<file path="src/hw/rtl/une_pkg.sv">
package une_pkg;

	typedef enum logic [1:0] {
		MODE_PATH   = 2'd0,
		MODE_MANGLE = 2'd1,
		MODE_GLOB   = 2'd2
	} escape_mode_t;

	localparam logic [7:0] CH_SLASH     = 8'h2F;
	localparam logic [7:0] CH_DASH      = 8'h2D;
	localparam logic [7:0] CH_DOT       = 8'h2E;
	localparam logic [7:0] CH_BACKSLASH = 8'h5C;
	localparam logic [7:0] CH_X         = 8'h78;
	localparam logic [7:0] CH_AT        = 8'h40;

	localparam logic [1:0] IDX_FIRST    = 2'd0;
	localparam logic [1:0] IDX_X        = 2'd1;
	localparam logic [1:0] IDX_HI       = 2'd2;
	localparam logic [1:0] IDX_LO       = 2'd3;

	typedef struct packed {
		logic [7:0] char_in;
		logic       name_end;
	} une_in_t;

	typedef struct packed {
		logic [7:0] char_out;
		logic       run_last;
		logic       name_end_out;
	} une_out_t;

	// Decoded word between the classifier and the serializer.
	typedef struct packed {
		logic [7:0] ch;
		logic       escape;
		logic       name_end;
	} une_word_t;

	function automatic logic [7:0] hex_digit(input logic [3:0] nib);
		logic [7:0] ext;
		ext = {4'b0000, nib};
		if (nib < 4'd10) begin
			return 8'h30 + ext;
		end
		return 8'h57 + ext;
	endfunction

	function automatic logic byte_allowed(input logic [7:0] ch, input logic [1:0] mode);
		logic ok;
		ok = ch inside {["0":"9"], ["a":"z"], ["A":"Z"], 8'h3A, 8'h5F, CH_DOT};
		if (!ok && mode != MODE_PATH) begin
			ok = ch inside {CH_DASH, CH_BACKSLASH, CH_AT};
			// Unused mode code behaves as the glob mode.
			if (!ok && mode != MODE_MANGLE) begin
				ok = ch inside {8'h5B, 8'h5D, 8'h21, 8'h2A, 8'h3F};
			end
		end
		return ok;
	endfunction

endpackage

</file>
<file path="src/hw/rtl/une_classify.sv">
module une_classify
	import une_pkg::*;
(
	input  logic       clk,
	input  logic       arst_n,
	input  logic       cfg_we,
	input  logic [1:0] cfg_wdata,
	input  logic       item_valid,
	output logic       item_ready,
	input  une_in_t    item,
	output logic       word_valid,
	input  logic       word_ready,
	output une_word_t  word
);

	logic [1:0] mode_q;
	logic       at_name_start_q;
	logic       valid_s1;
	une_in_t    item_s1;
	logic       start_s1;
	logic       esc;

	assign item_ready = !valid_s1 || word_ready;

	always_ff @(posedge clk or negedge arst_n) begin
		if (!arst_n) begin
			mode_q          <= MODE_PATH;
			at_name_start_q <= 1'b1;
			valid_s1        <= 1'b0;
		end else begin
			if (cfg_we) begin
				mode_q <= cfg_wdata;
			end
			if (item_ready) begin
				valid_s1 <= item_valid;
			end
			if (item_valid && item_ready) begin
				at_name_start_q <= item.name_end;
			end
		end
	end

	always_ff @(posedge clk) begin
		if (item_valid && item_ready) begin
			item_s1  <= item;
			start_s1 <= at_name_start_q;
		end
	end

	always_comb begin
		esc = !byte_allowed(item_s1.char_in, mode_q);
		// In path mode a dot that opens a name is hidden by escaping it.
		if (mode_q == MODE_PATH && item_s1.char_in == CH_DOT && start_s1) begin
			esc = 1'b1;
		end
		word.name_end = item_s1.name_end;
		if (item_s1.char_in == CH_SLASH) begin
			word.ch     = CH_DASH;
			word.escape = 1'b0;
		end else begin
			word.ch     = item_s1.char_in;
			word.escape = esc;
		end
	end

	assign word_valid = valid_s1;

	a_slash_plain: assert property (@(posedge clk) disable iff (!arst_n)
		valid_s1 && item_s1.char_in == CH_SLASH |-> !word.escape && word.ch == CH_DASH)
		else $error("slash must map to a single dash");

	a_start_tracks: assert property (@(posedge clk) disable iff (!arst_n)
		$past(item_valid && item_ready) |-> at_name_start_q == item_s1.name_end)
		else $error("name start flag out of step with last word");

	a_hold_stalled: assert property (@(posedge clk) disable iff (!arst_n)
		valid_s1 && !word_ready |=> valid_s1 && $stable(item_s1))
		else $error("stalled stage lost its word");

endmodule

</file>
<file path="src/hw/rtl/une_serializer.sv">
module une_serializer
	import une_pkg::*;
(
	input  logic      clk,
	input  logic      arst_n,
	input  logic      word_valid,
	output logic      word_ready,
	input  une_word_t word,
	output logic      result_valid,
	input  logic      result_ready,
	output une_out_t  result
);

	logic       pend_valid_q;
	une_word_t  pend_q;
	logic [1:0] idx_q;
	logic       result_valid_q;
	une_out_t   result_q;
	logic       out_load;
	logic       is_last;
	logic       pend_done;
	logic [7:0] cur_byte;

	assign out_load   = pend_valid_q && (!result_valid_q || result_ready);
	assign is_last    = pend_q.escape ? (idx_q == IDX_LO) : 1'b1;
	assign pend_done  = out_load && is_last;
	assign word_ready = !pend_valid_q || pend_done;

	always_comb begin
		case (idx_q)
			IDX_FIRST: cur_byte = pend_q.escape ? CH_BACKSLASH : pend_q.ch;
			IDX_X:     cur_byte = CH_X;
			IDX_HI:    cur_byte = hex_digit(pend_q.ch[7:4]);
			IDX_LO:    cur_byte = hex_digit(pend_q.ch[3:0]);
			default:   cur_byte = pend_q.ch;
		endcase
	end

	always_ff @(posedge clk or negedge arst_n) begin
		if (!arst_n) begin
			pend_valid_q   <= 1'b0;
			idx_q          <= IDX_FIRST;
			result_valid_q <= 1'b0;
		end else begin
			if (word_ready) begin
				pend_valid_q <= word_valid;
			end
			if (pend_done || (word_valid && word_ready)) begin
				idx_q <= IDX_FIRST;
			end else if (out_load) begin
				idx_q <= idx_q + 2'd1;
			end
			if (out_load) begin
				result_valid_q <= 1'b1;
			end else if (result_ready) begin
				result_valid_q <= 1'b0;
			end
		end
	end

	always_ff @(posedge clk) begin
		if (word_valid && word_ready) begin
			pend_q <= word;
		end
		if (out_load) begin
			result_q.char_out     <= cur_byte;
			result_q.run_last     <= is_last;
			result_q.name_end_out <= is_last && pend_q.name_end;
		end
	end

	assign result_valid = result_valid_q;
	assign result       = result_q;

	a_idx_only_escaped: assert property (@(posedge clk) disable iff (!arst_n)
		pend_valid_q && idx_q != IDX_FIRST |-> pend_q.escape)
		else $error("byte index advanced on a plain word");

	a_idle_idx: assert property (@(posedge clk) disable iff (!arst_n)
		!pend_valid_q |-> idx_q == IDX_FIRST)
		else $error("byte index left behind with no word pending");

	a_end_on_last: assert property (@(posedge clk) disable iff (!arst_n)
		result_valid_q && result_q.name_end_out |-> result_q.run_last)
		else $error("name end flagged before the last byte of a run");

endmodule

</file>
<file path="src/hw/rtl/unit_name_escape_encoder_core.sv">
// Name escape encoder.
// Input channel item_valid/item_ready carries one raw byte of a name per word,
// with name_end set on the final byte of each name. Output channel
// result_valid/result_ready carries the escaped bytes one word at a time;
// run_last marks the final output byte for an input byte and name_end_out
// marks the final output byte of a whole name.
// The mode register, written via cfg_we/cfg_wdata, selects path escaping,
// mangling, or mangling that keeps globs; the user must write it only while
// the block is idle, which the block does not enforce. A word is registered
// in the classifier stage, the pending word and the output register. A plain
// byte gives one output byte and an escaped byte four; throughput is one
// output byte per cycle while result_ready is high, set by the single output
// register that the serializer drives. Input is accepted every cycle while
// the serializer keeps pace; a word waiting in the output register does not
// block the input stage. Reset clears the mode to path escaping and arms the
// name-start flag. When the receiver stalls, the output holds its word and
// the two internal stages fill, after which item_ready drops.
module unit_name_escape_encoder_core
	import une_pkg::*;
(
	input  logic       clk,
	input  logic       arst_n,
	input  logic       cfg_we,
	input  logic [1:0] cfg_wdata,
	input  logic       item_valid,
	output logic       item_ready,
	input  une_in_t    item,
	output logic       result_valid,
	input  logic       result_ready,
	output une_out_t   result
);

	logic      word_valid;
	logic      word_ready;
	une_word_t word;

	une_classify u_classify (
		.clk        (clk),
		.arst_n     (arst_n),
		.cfg_we     (cfg_we),
		.cfg_wdata  (cfg_wdata),
		.item_valid (item_valid),
		.item_ready (item_ready),
		.item       (item),
		.word_valid (word_valid),
		.word_ready (word_ready),
		.word       (word)
	);

	une_serializer u_serializer (
		.clk          (clk),
		.arst_n       (arst_n),
		.word_valid   (word_valid),
		.word_ready   (word_ready),
		.word         (word),
		.result_valid (result_valid),
		.result_ready (result_ready),
		.result       (result)
	);

endmodule

</file>
<file path="config.mk">
export PLATFORM = sky130hd
export DESIGN_NAME = unit_name_escape_encoder_core
export DESIGN_NICKNAME = d
export VERILOG_FILES = /design/src/hw/rtl/une_pkg.sv /design/src/hw/rtl/une_classify.sv /design/src/hw/rtl/une_serializer.sv /design/src/hw/rtl/unit_name_escape_encoder_core.sv
export SDC_FILE = /design/constraint.sdc
export NUM_CORES = 1
export LEC_CHECK = 0
export ABC_AREA = 1
export BUFFER_PORTS_ARGS = -buffer_cell sky130_fd_sc_hd__clkbuf_2
export CAP_MARGIN = 25
export CORE_UTILIZATION = 30
export DETAILED_ROUTE_END_ITERATION = 8
export PLACE_DENSITY = 0.47
export RECOVER_POWER = 100
export SLEW_MARGIN = 40
export SYNTH_ARGS = -nofsm -noshare
export SYNTH_HDL_FRONTEND = slang
export SYNTH_SLANG_ARGS = --single-unit
</file>
<file path="constraint.sdc">
create_clock -name clk -period 3.5 [get_ports clk]
set_input_delay 0.7 -clock clk [delete_from_list [all_inputs] [get_ports clk]]
set_output_delay 0.7 -clock clk [all_outputs]
set_load 0.01 [all_outputs]
</file>
# After elaboration in Yosys (flattened, before gate mapping)
# Index checks and enable logic that the tools add are counted.
# word_totals
register_bits	38
in_bits	16
output_inout_bits	12
word_cells	92
# classes
n_addsub	5
magnitude_cmp	8
n_eq_ne	16
n_mux	18
reduce_logical	30
# op_table
cell	n
== test 8 x 6 -> 1 bit, second input constant	7
== test 8 x 7 -> 1 bit, second input constant	5
two-way mux 8 bit	5
case mux 8 bit (4 select lines)	1
adder 7 x 4 -> 8 bit, first input constant	2
greater-or-equal comparator 8 x 7 -> 1 bit, second input constant	2
<= comparator 8 x 7 -> 1 bit, second input constant	2
adder 6 x 4 -> 7 bit, first input constant	2
logical AND 1 bit	12
two-way mux 1 bit	10
greater-or-equal comparator 8 x 6 -> 1 bit, second input constant	1
<= comparator 8 x 6 -> 1 bit, second input constant	1
less-than comparator 4 bit, second input constant	2
zero test 1 bit	6
nonzero test 2 bit	3
nonzero test 6 bit	1
nonzero test 5 bit	1
== test 2 bit, second input constant	2
zero test 2 bit	2
logical OR 1 bit	4
two-way mux 2 bit	2
nonzero test 3 bit	1
adder 2 x 1 -> 2 bit, second input constant	1
== test 2 x 1 -> 1 bit, second input constant	1
inequality test 2 x 1 -> 1 bit, second input constant	1

# Logic depth before layout (Yosys ltp)
# depth
depth_word	8
depth_mapped	9
mapped_depth_nobuf	9

# By module
# Synthesis repeated with hierarchy kept, for this count alone.
# unflattened
cells_unflattened	227
area_unflattened_um2	1981.9
# by_module_without_submodules
mod	n_inst	cells_per_inst	area_each_um2	seq_area_each_um2
une_serializer	1	131	1217.4	700.7
une_classify	1	96	764.5	401.6

# Worst setup path after synthesis
# No wires, ideal clock.
# synth_timing
path_kind	input port to output port
startpoint	input result_ready
endpoint	output item_ready
arrival_time_ns	1.075
t_required_ns	2.800
slack_ns	1.725
path_stages	4
path_buffers	0
cell_sequence	inv_1 nand2_1 a21oi_2 nand2_1
# synth_via
elab_chain_len	5
# synth_lines
element	line	source
start: declaration	unit_name_escape_encoder_core.sv:29	input logic result_ready,
logical OR 1 bit	une_serializer.sv:24	assign out_load = pend_valid_q && (!result_valid_q || result_ready);
logical AND 1 bit	une_serializer.sv:24	
logical AND 1 bit	une_serializer.sv:26	assign pend_done = out_load && is_last;
logical OR 1 bit	une_serializer.sv:27	assign word_ready = !pend_valid_q || pend_done;
logical OR 1 bit	une_classify.sv:23	assign item_ready = !valid_s1 || word_ready;
end: declaration	unit_name_escape_encoder_core.sv:26	output logic item_ready,
# No other way between the ends.

# Worst setup path in the final report
# layout_timing
startpoint	register u_serializer.idx_q[0]
endpoint	output item_ready
# layout_via
elab_chain_len	5
# layout_lines
element	line	source
start: declaration	une_serializer.sv:16	logic [1:0] idx_q;
start signal: assignment	une_serializer.sv:51	idx_q <= idx_q + 2'd1;
== test 2 bit	une_serializer.sv:25	assign is_last = pend_q.escape ? (idx_q == IDX_LO) : 1'b1;
two-way mux 1 bit	une_serializer.sv:25	
via u_serializer.is_last	une_serializer.sv:20	logic is_last;
logical AND 1 bit	une_serializer.sv:26	
logical OR 1 bit	une_serializer.sv:27	
logical OR 1 bit	une_classify.sv:23	
# The timed path passes the listed nets, and every way through them passes these cells.

==> impl_metrics.py <==
metrics = {
    "synthesis": {
        "ys_async_sr_fraction_pct": 21.05,
        "ys_ff_latch": 38,
        "syn_area_mm2": 0.001951,
        "syn_avg_cell_area_um2": 8.989,
        "ys_dominant_reg_cell": "edfxtp_1",
        "yosys_warnings": 0,
        "syn-num-nets": 239,
        "yosysSeqAreaShare_pct": 56.51,
        "postSynthCellCount": 217,
        "synth_cell_type_count": 29,
        "synth_edf_count": 30,
    },
    "sta": {
        "rsz0062_at_grt": "no",
        "setup_viol": 0,
        "post-route-min-period_ns": 2.446,
        "hold_viol": 0,
        "postLayoutSetupSlackWorst_ns": 1.054,
        "max_clock_freq_mhz": 408.9,
        "period_share_pct": 69.87,
        "worst_pin_slew_ns": 0.7261,
        "final_max_slew_viol_count": 0,
        "slew_headroom_pct": 51.42,
        "setup-tns-final_ns": 0,
        "skew_ns": 0.007051,
    },
    "clock_network": {
        "clock_path_buffers": 2,
        "clkLatencyLatePin_ns": 0.29,
        "post_cts_buffers": 0,
        "path_clk_slew_ns": 0.07,
        "cts-resized-gates": 0,
        "cts_root_buffer": "clkbuf_8",
        "cts_tree": "yes",
        "clock_sinks": 38,
        "htree_levels": 2,
        "hold_buffers": 0,
        "numCtsBuffers": 5,
    },
    "route": {
        "viasPerCell": 4.457,
        "vias": 1435,
        "wire_per_inst_um": 10.32,
        "drcViolationCount": 0,
        "drt_iter0_markers": 47,
        "drt-total-wl_um": 3322,
        "drtPass1Iterations": 5,
        "ant_nets": 0,
    },
    "die": {
        "start_util_pct": 30.90,
        "die_w_um": 82.64,
        "rows": 29,
        "die-area_mm2": 0.006829,
        "core-area_mm2": 0.006314,
        "io_pins": 28,
        "die_h_um": 82.64,
    },
    "pwr": {
        "p_sw_w": 0.0006041,
        "power_frac_clock_pct": 17.9,
        "fin_total_pwr_w": 0.001622,
        "share_comb_of_total_power_pct": 33.2,
        "seqPwrFrac_pct": 48.9,
        "netSwitchingFraction_pct": 37.25,
        "p_int_w": 0.001018,
        "power_leakage_nw": 0.9589,
        "vdd_drop_max_uv": 234.5,
        "powerDensity_mw_per_mm2": 734.9,
    },
    "global_route": {
        "first_global_vias": 1301,
        "grt_overflow_total": 0,
        "grt_max_degree": 13,
        "grt_pass1_wl_um": 5754,
        "track_usage_pct": 11.39,
        "antenna_found_initial": 0,
    },
    "setup_path": {
        "cp-end-kind": "primary output",
        "crit_type": "reg -> out",
        "critPathLaunchType": "register",
        "slowest_stage": "dfrtp_1",
        "worst_path_largest_cell_delay_ns": 0.40,
        "crit_top_cell": "nand2_1",
        "critPathLaunch": "u_serializer.idx_q[0]$_DFFE_PN0P_",
        "arrival_ns": 1.75,
        "reg2reg_from": "u_serializer.idx_q[0]$_DFFE_PN0P_",
        "crit_chain": "ha_1, inv_1, nand2_1, a21oi_1, nand2_1, clkbuf_1",
        "crit_fanout": 6,
        "crit_required_ns": 2.80,
    },
    "hold_path": {
        "hp-class": "in -> async",
    },
    "placed_design": {
        "gp_congestion": 0.8375,
        "numPortBuffers": 27,
        "dpl.hpwl_um": 2648,
        "dp_slack_ns": 1.474,
    },
    "cells_and_area": {
        "post-route-util_pct": 34.96,
        "antenna_cells": 0,
        "layout-drive-gt1-share_pct": 11.43,
        "syn2layout_area_growth_pct": 13.15,
        "finalNetCount": 266,
    },
    "job": {
        "cap_violations": 0,
    },
    "run_status": {
        "outcome": "finished clean",
    },
}
-- power groups by stage --
stage / Combinational (W) / Sequential, W / Clock (W)
floorplan: 0.000382 / 0.000821 / 0
global placement: 0.000568 / 0.000804 / 0
detailed placement: 0.000567 / 0.000806 / 0
CTS: 0.000569 / 0.000795 / 0.000302
global route: 0.000631 / 0.000820 / 0.000323
finish: 0.000538 / 0.000792 / 0.000291
-- worst paths after layout --
check / to / slack (ns) / cells past startpoint
worst min-delay path: u_classify.word_valid$_DFFE_PN0N_ / 0.32 / 1
worst max-delay path: item_ready / 1.05 / 6
max in group asynchronous: u_classify.at_name_start_q$_DFFE_PN1P_ / 2.85 / 1
worst min register to register: u_serializer.pend_q[0]$_DFFE_PP_ / 0.43 / 0
worst max register to register: u_serializer.pend_q[3]$_SDFFCE_PN0P_ / 1.52 / 5
min in group clk: u_serializer.pend_q[0]$_DFFE_PP_ / 0.43 / 0
-- layer usage --
layer	part of all wire [%]	GRT usage [%]	vias up
li1	-	-	759
met1	46	13.57	632
met2	47	19.50	38
met4	1.1	3.793	0
met3	5.6	3.407	6
met5	0	0	-
-- layout make-up --
| class | instances | area, um2 |
|---|---|---|
| Sequential cell | 38 | 1102 |
| Inverter | 37 | 138.9 |
| Clock inverter | 3 | 16.27 |
| Multi-Input combinational cell | 135 | 668.1 |
| Clock buffer | 5 | 68.82 |
| Fill cell | 673 | 4106 |
| Timing Repair Buffer | 27 | 116.4 |
| Tap cell | 77 | 96.34 |
-- cells in the mapped netlist, types with 2 or more instances --
cell type  count  share of area, %
a21oi_2        2              0.90
a31oi_1        2              0.64
ha_1           6               3.8
nor2_1        32               6.2
a21oi_1        6               1.5
dfrtp_1        7               9.0
edfxtp_1      30                46
nand2_2        4               1.3
nand4_1        4               1.3
mux2_2         2               1.2
nand2_1       50               9.6
nand3_1        6               1.5
o21ai_0       10               2.6
clkbuf_1       6               1.2
inv_1         36               6.9
-- worst max-delay path, delay by kind of cell (launching register included) --
family,cells,cell delay (ns)
compound gates,1,0.25
buf+inv,2,0.27
flops,1,0.40
simple gates,2,0.26
fa+ha+maj,1,0.28
-- metrics by stage --
step | hold slack [ns] | area (um2) | std cells
6_report | 0.3204 | 2207 | 322
2_1_floorplan | 0.4003 | 1951 | 217
4_1_cts | 0.2468 | 2236 | 322
3_5_place_dp | 0.4075 | 2151 | 314
5_1_grt | 0.3381 | 2207 | 322
3_3_place_gp | 0.4039 | 2151 | 314
-- cells in the final DEF, fill, tap and decap left out, types with 2 or more instances in the layout --
cell type / count
nand2_1: 51
inv_1: 37
nor2_1: 32
edfxtp_1: 30
clkbuf_1: 15
clkbuf_2: 12
o21ai_0: 10
a21oi_1: 8
dfrtp_1: 7
nand3_1: 6
ha_1: 6
clkbuf_8: 5
nand4_1: 4
nand2_2: 3
a31oi_1: 2
mux2_2: 2
-- registers in the layout (all words and copies together) (netlist names), 2 cells and up --
register / cells
u_classify.item_s1: 8
u_classify.mode_q: 2
u_serializer.idx_q: 2
u_serializer.pend_q: 10
u_serializer.result: 10
-- logic make-up after synthesis --
kind of cell    Yosys count  share of synthesized area (%)
compound gates           28                          8.917
fa+ha+maj                 6                          3.849
buf+inv                  44                          8.723
flops                    38                          56.51
mux                       2                          1.155
simple gates             99                          20.85
Power figures use the tool's default switching activity.
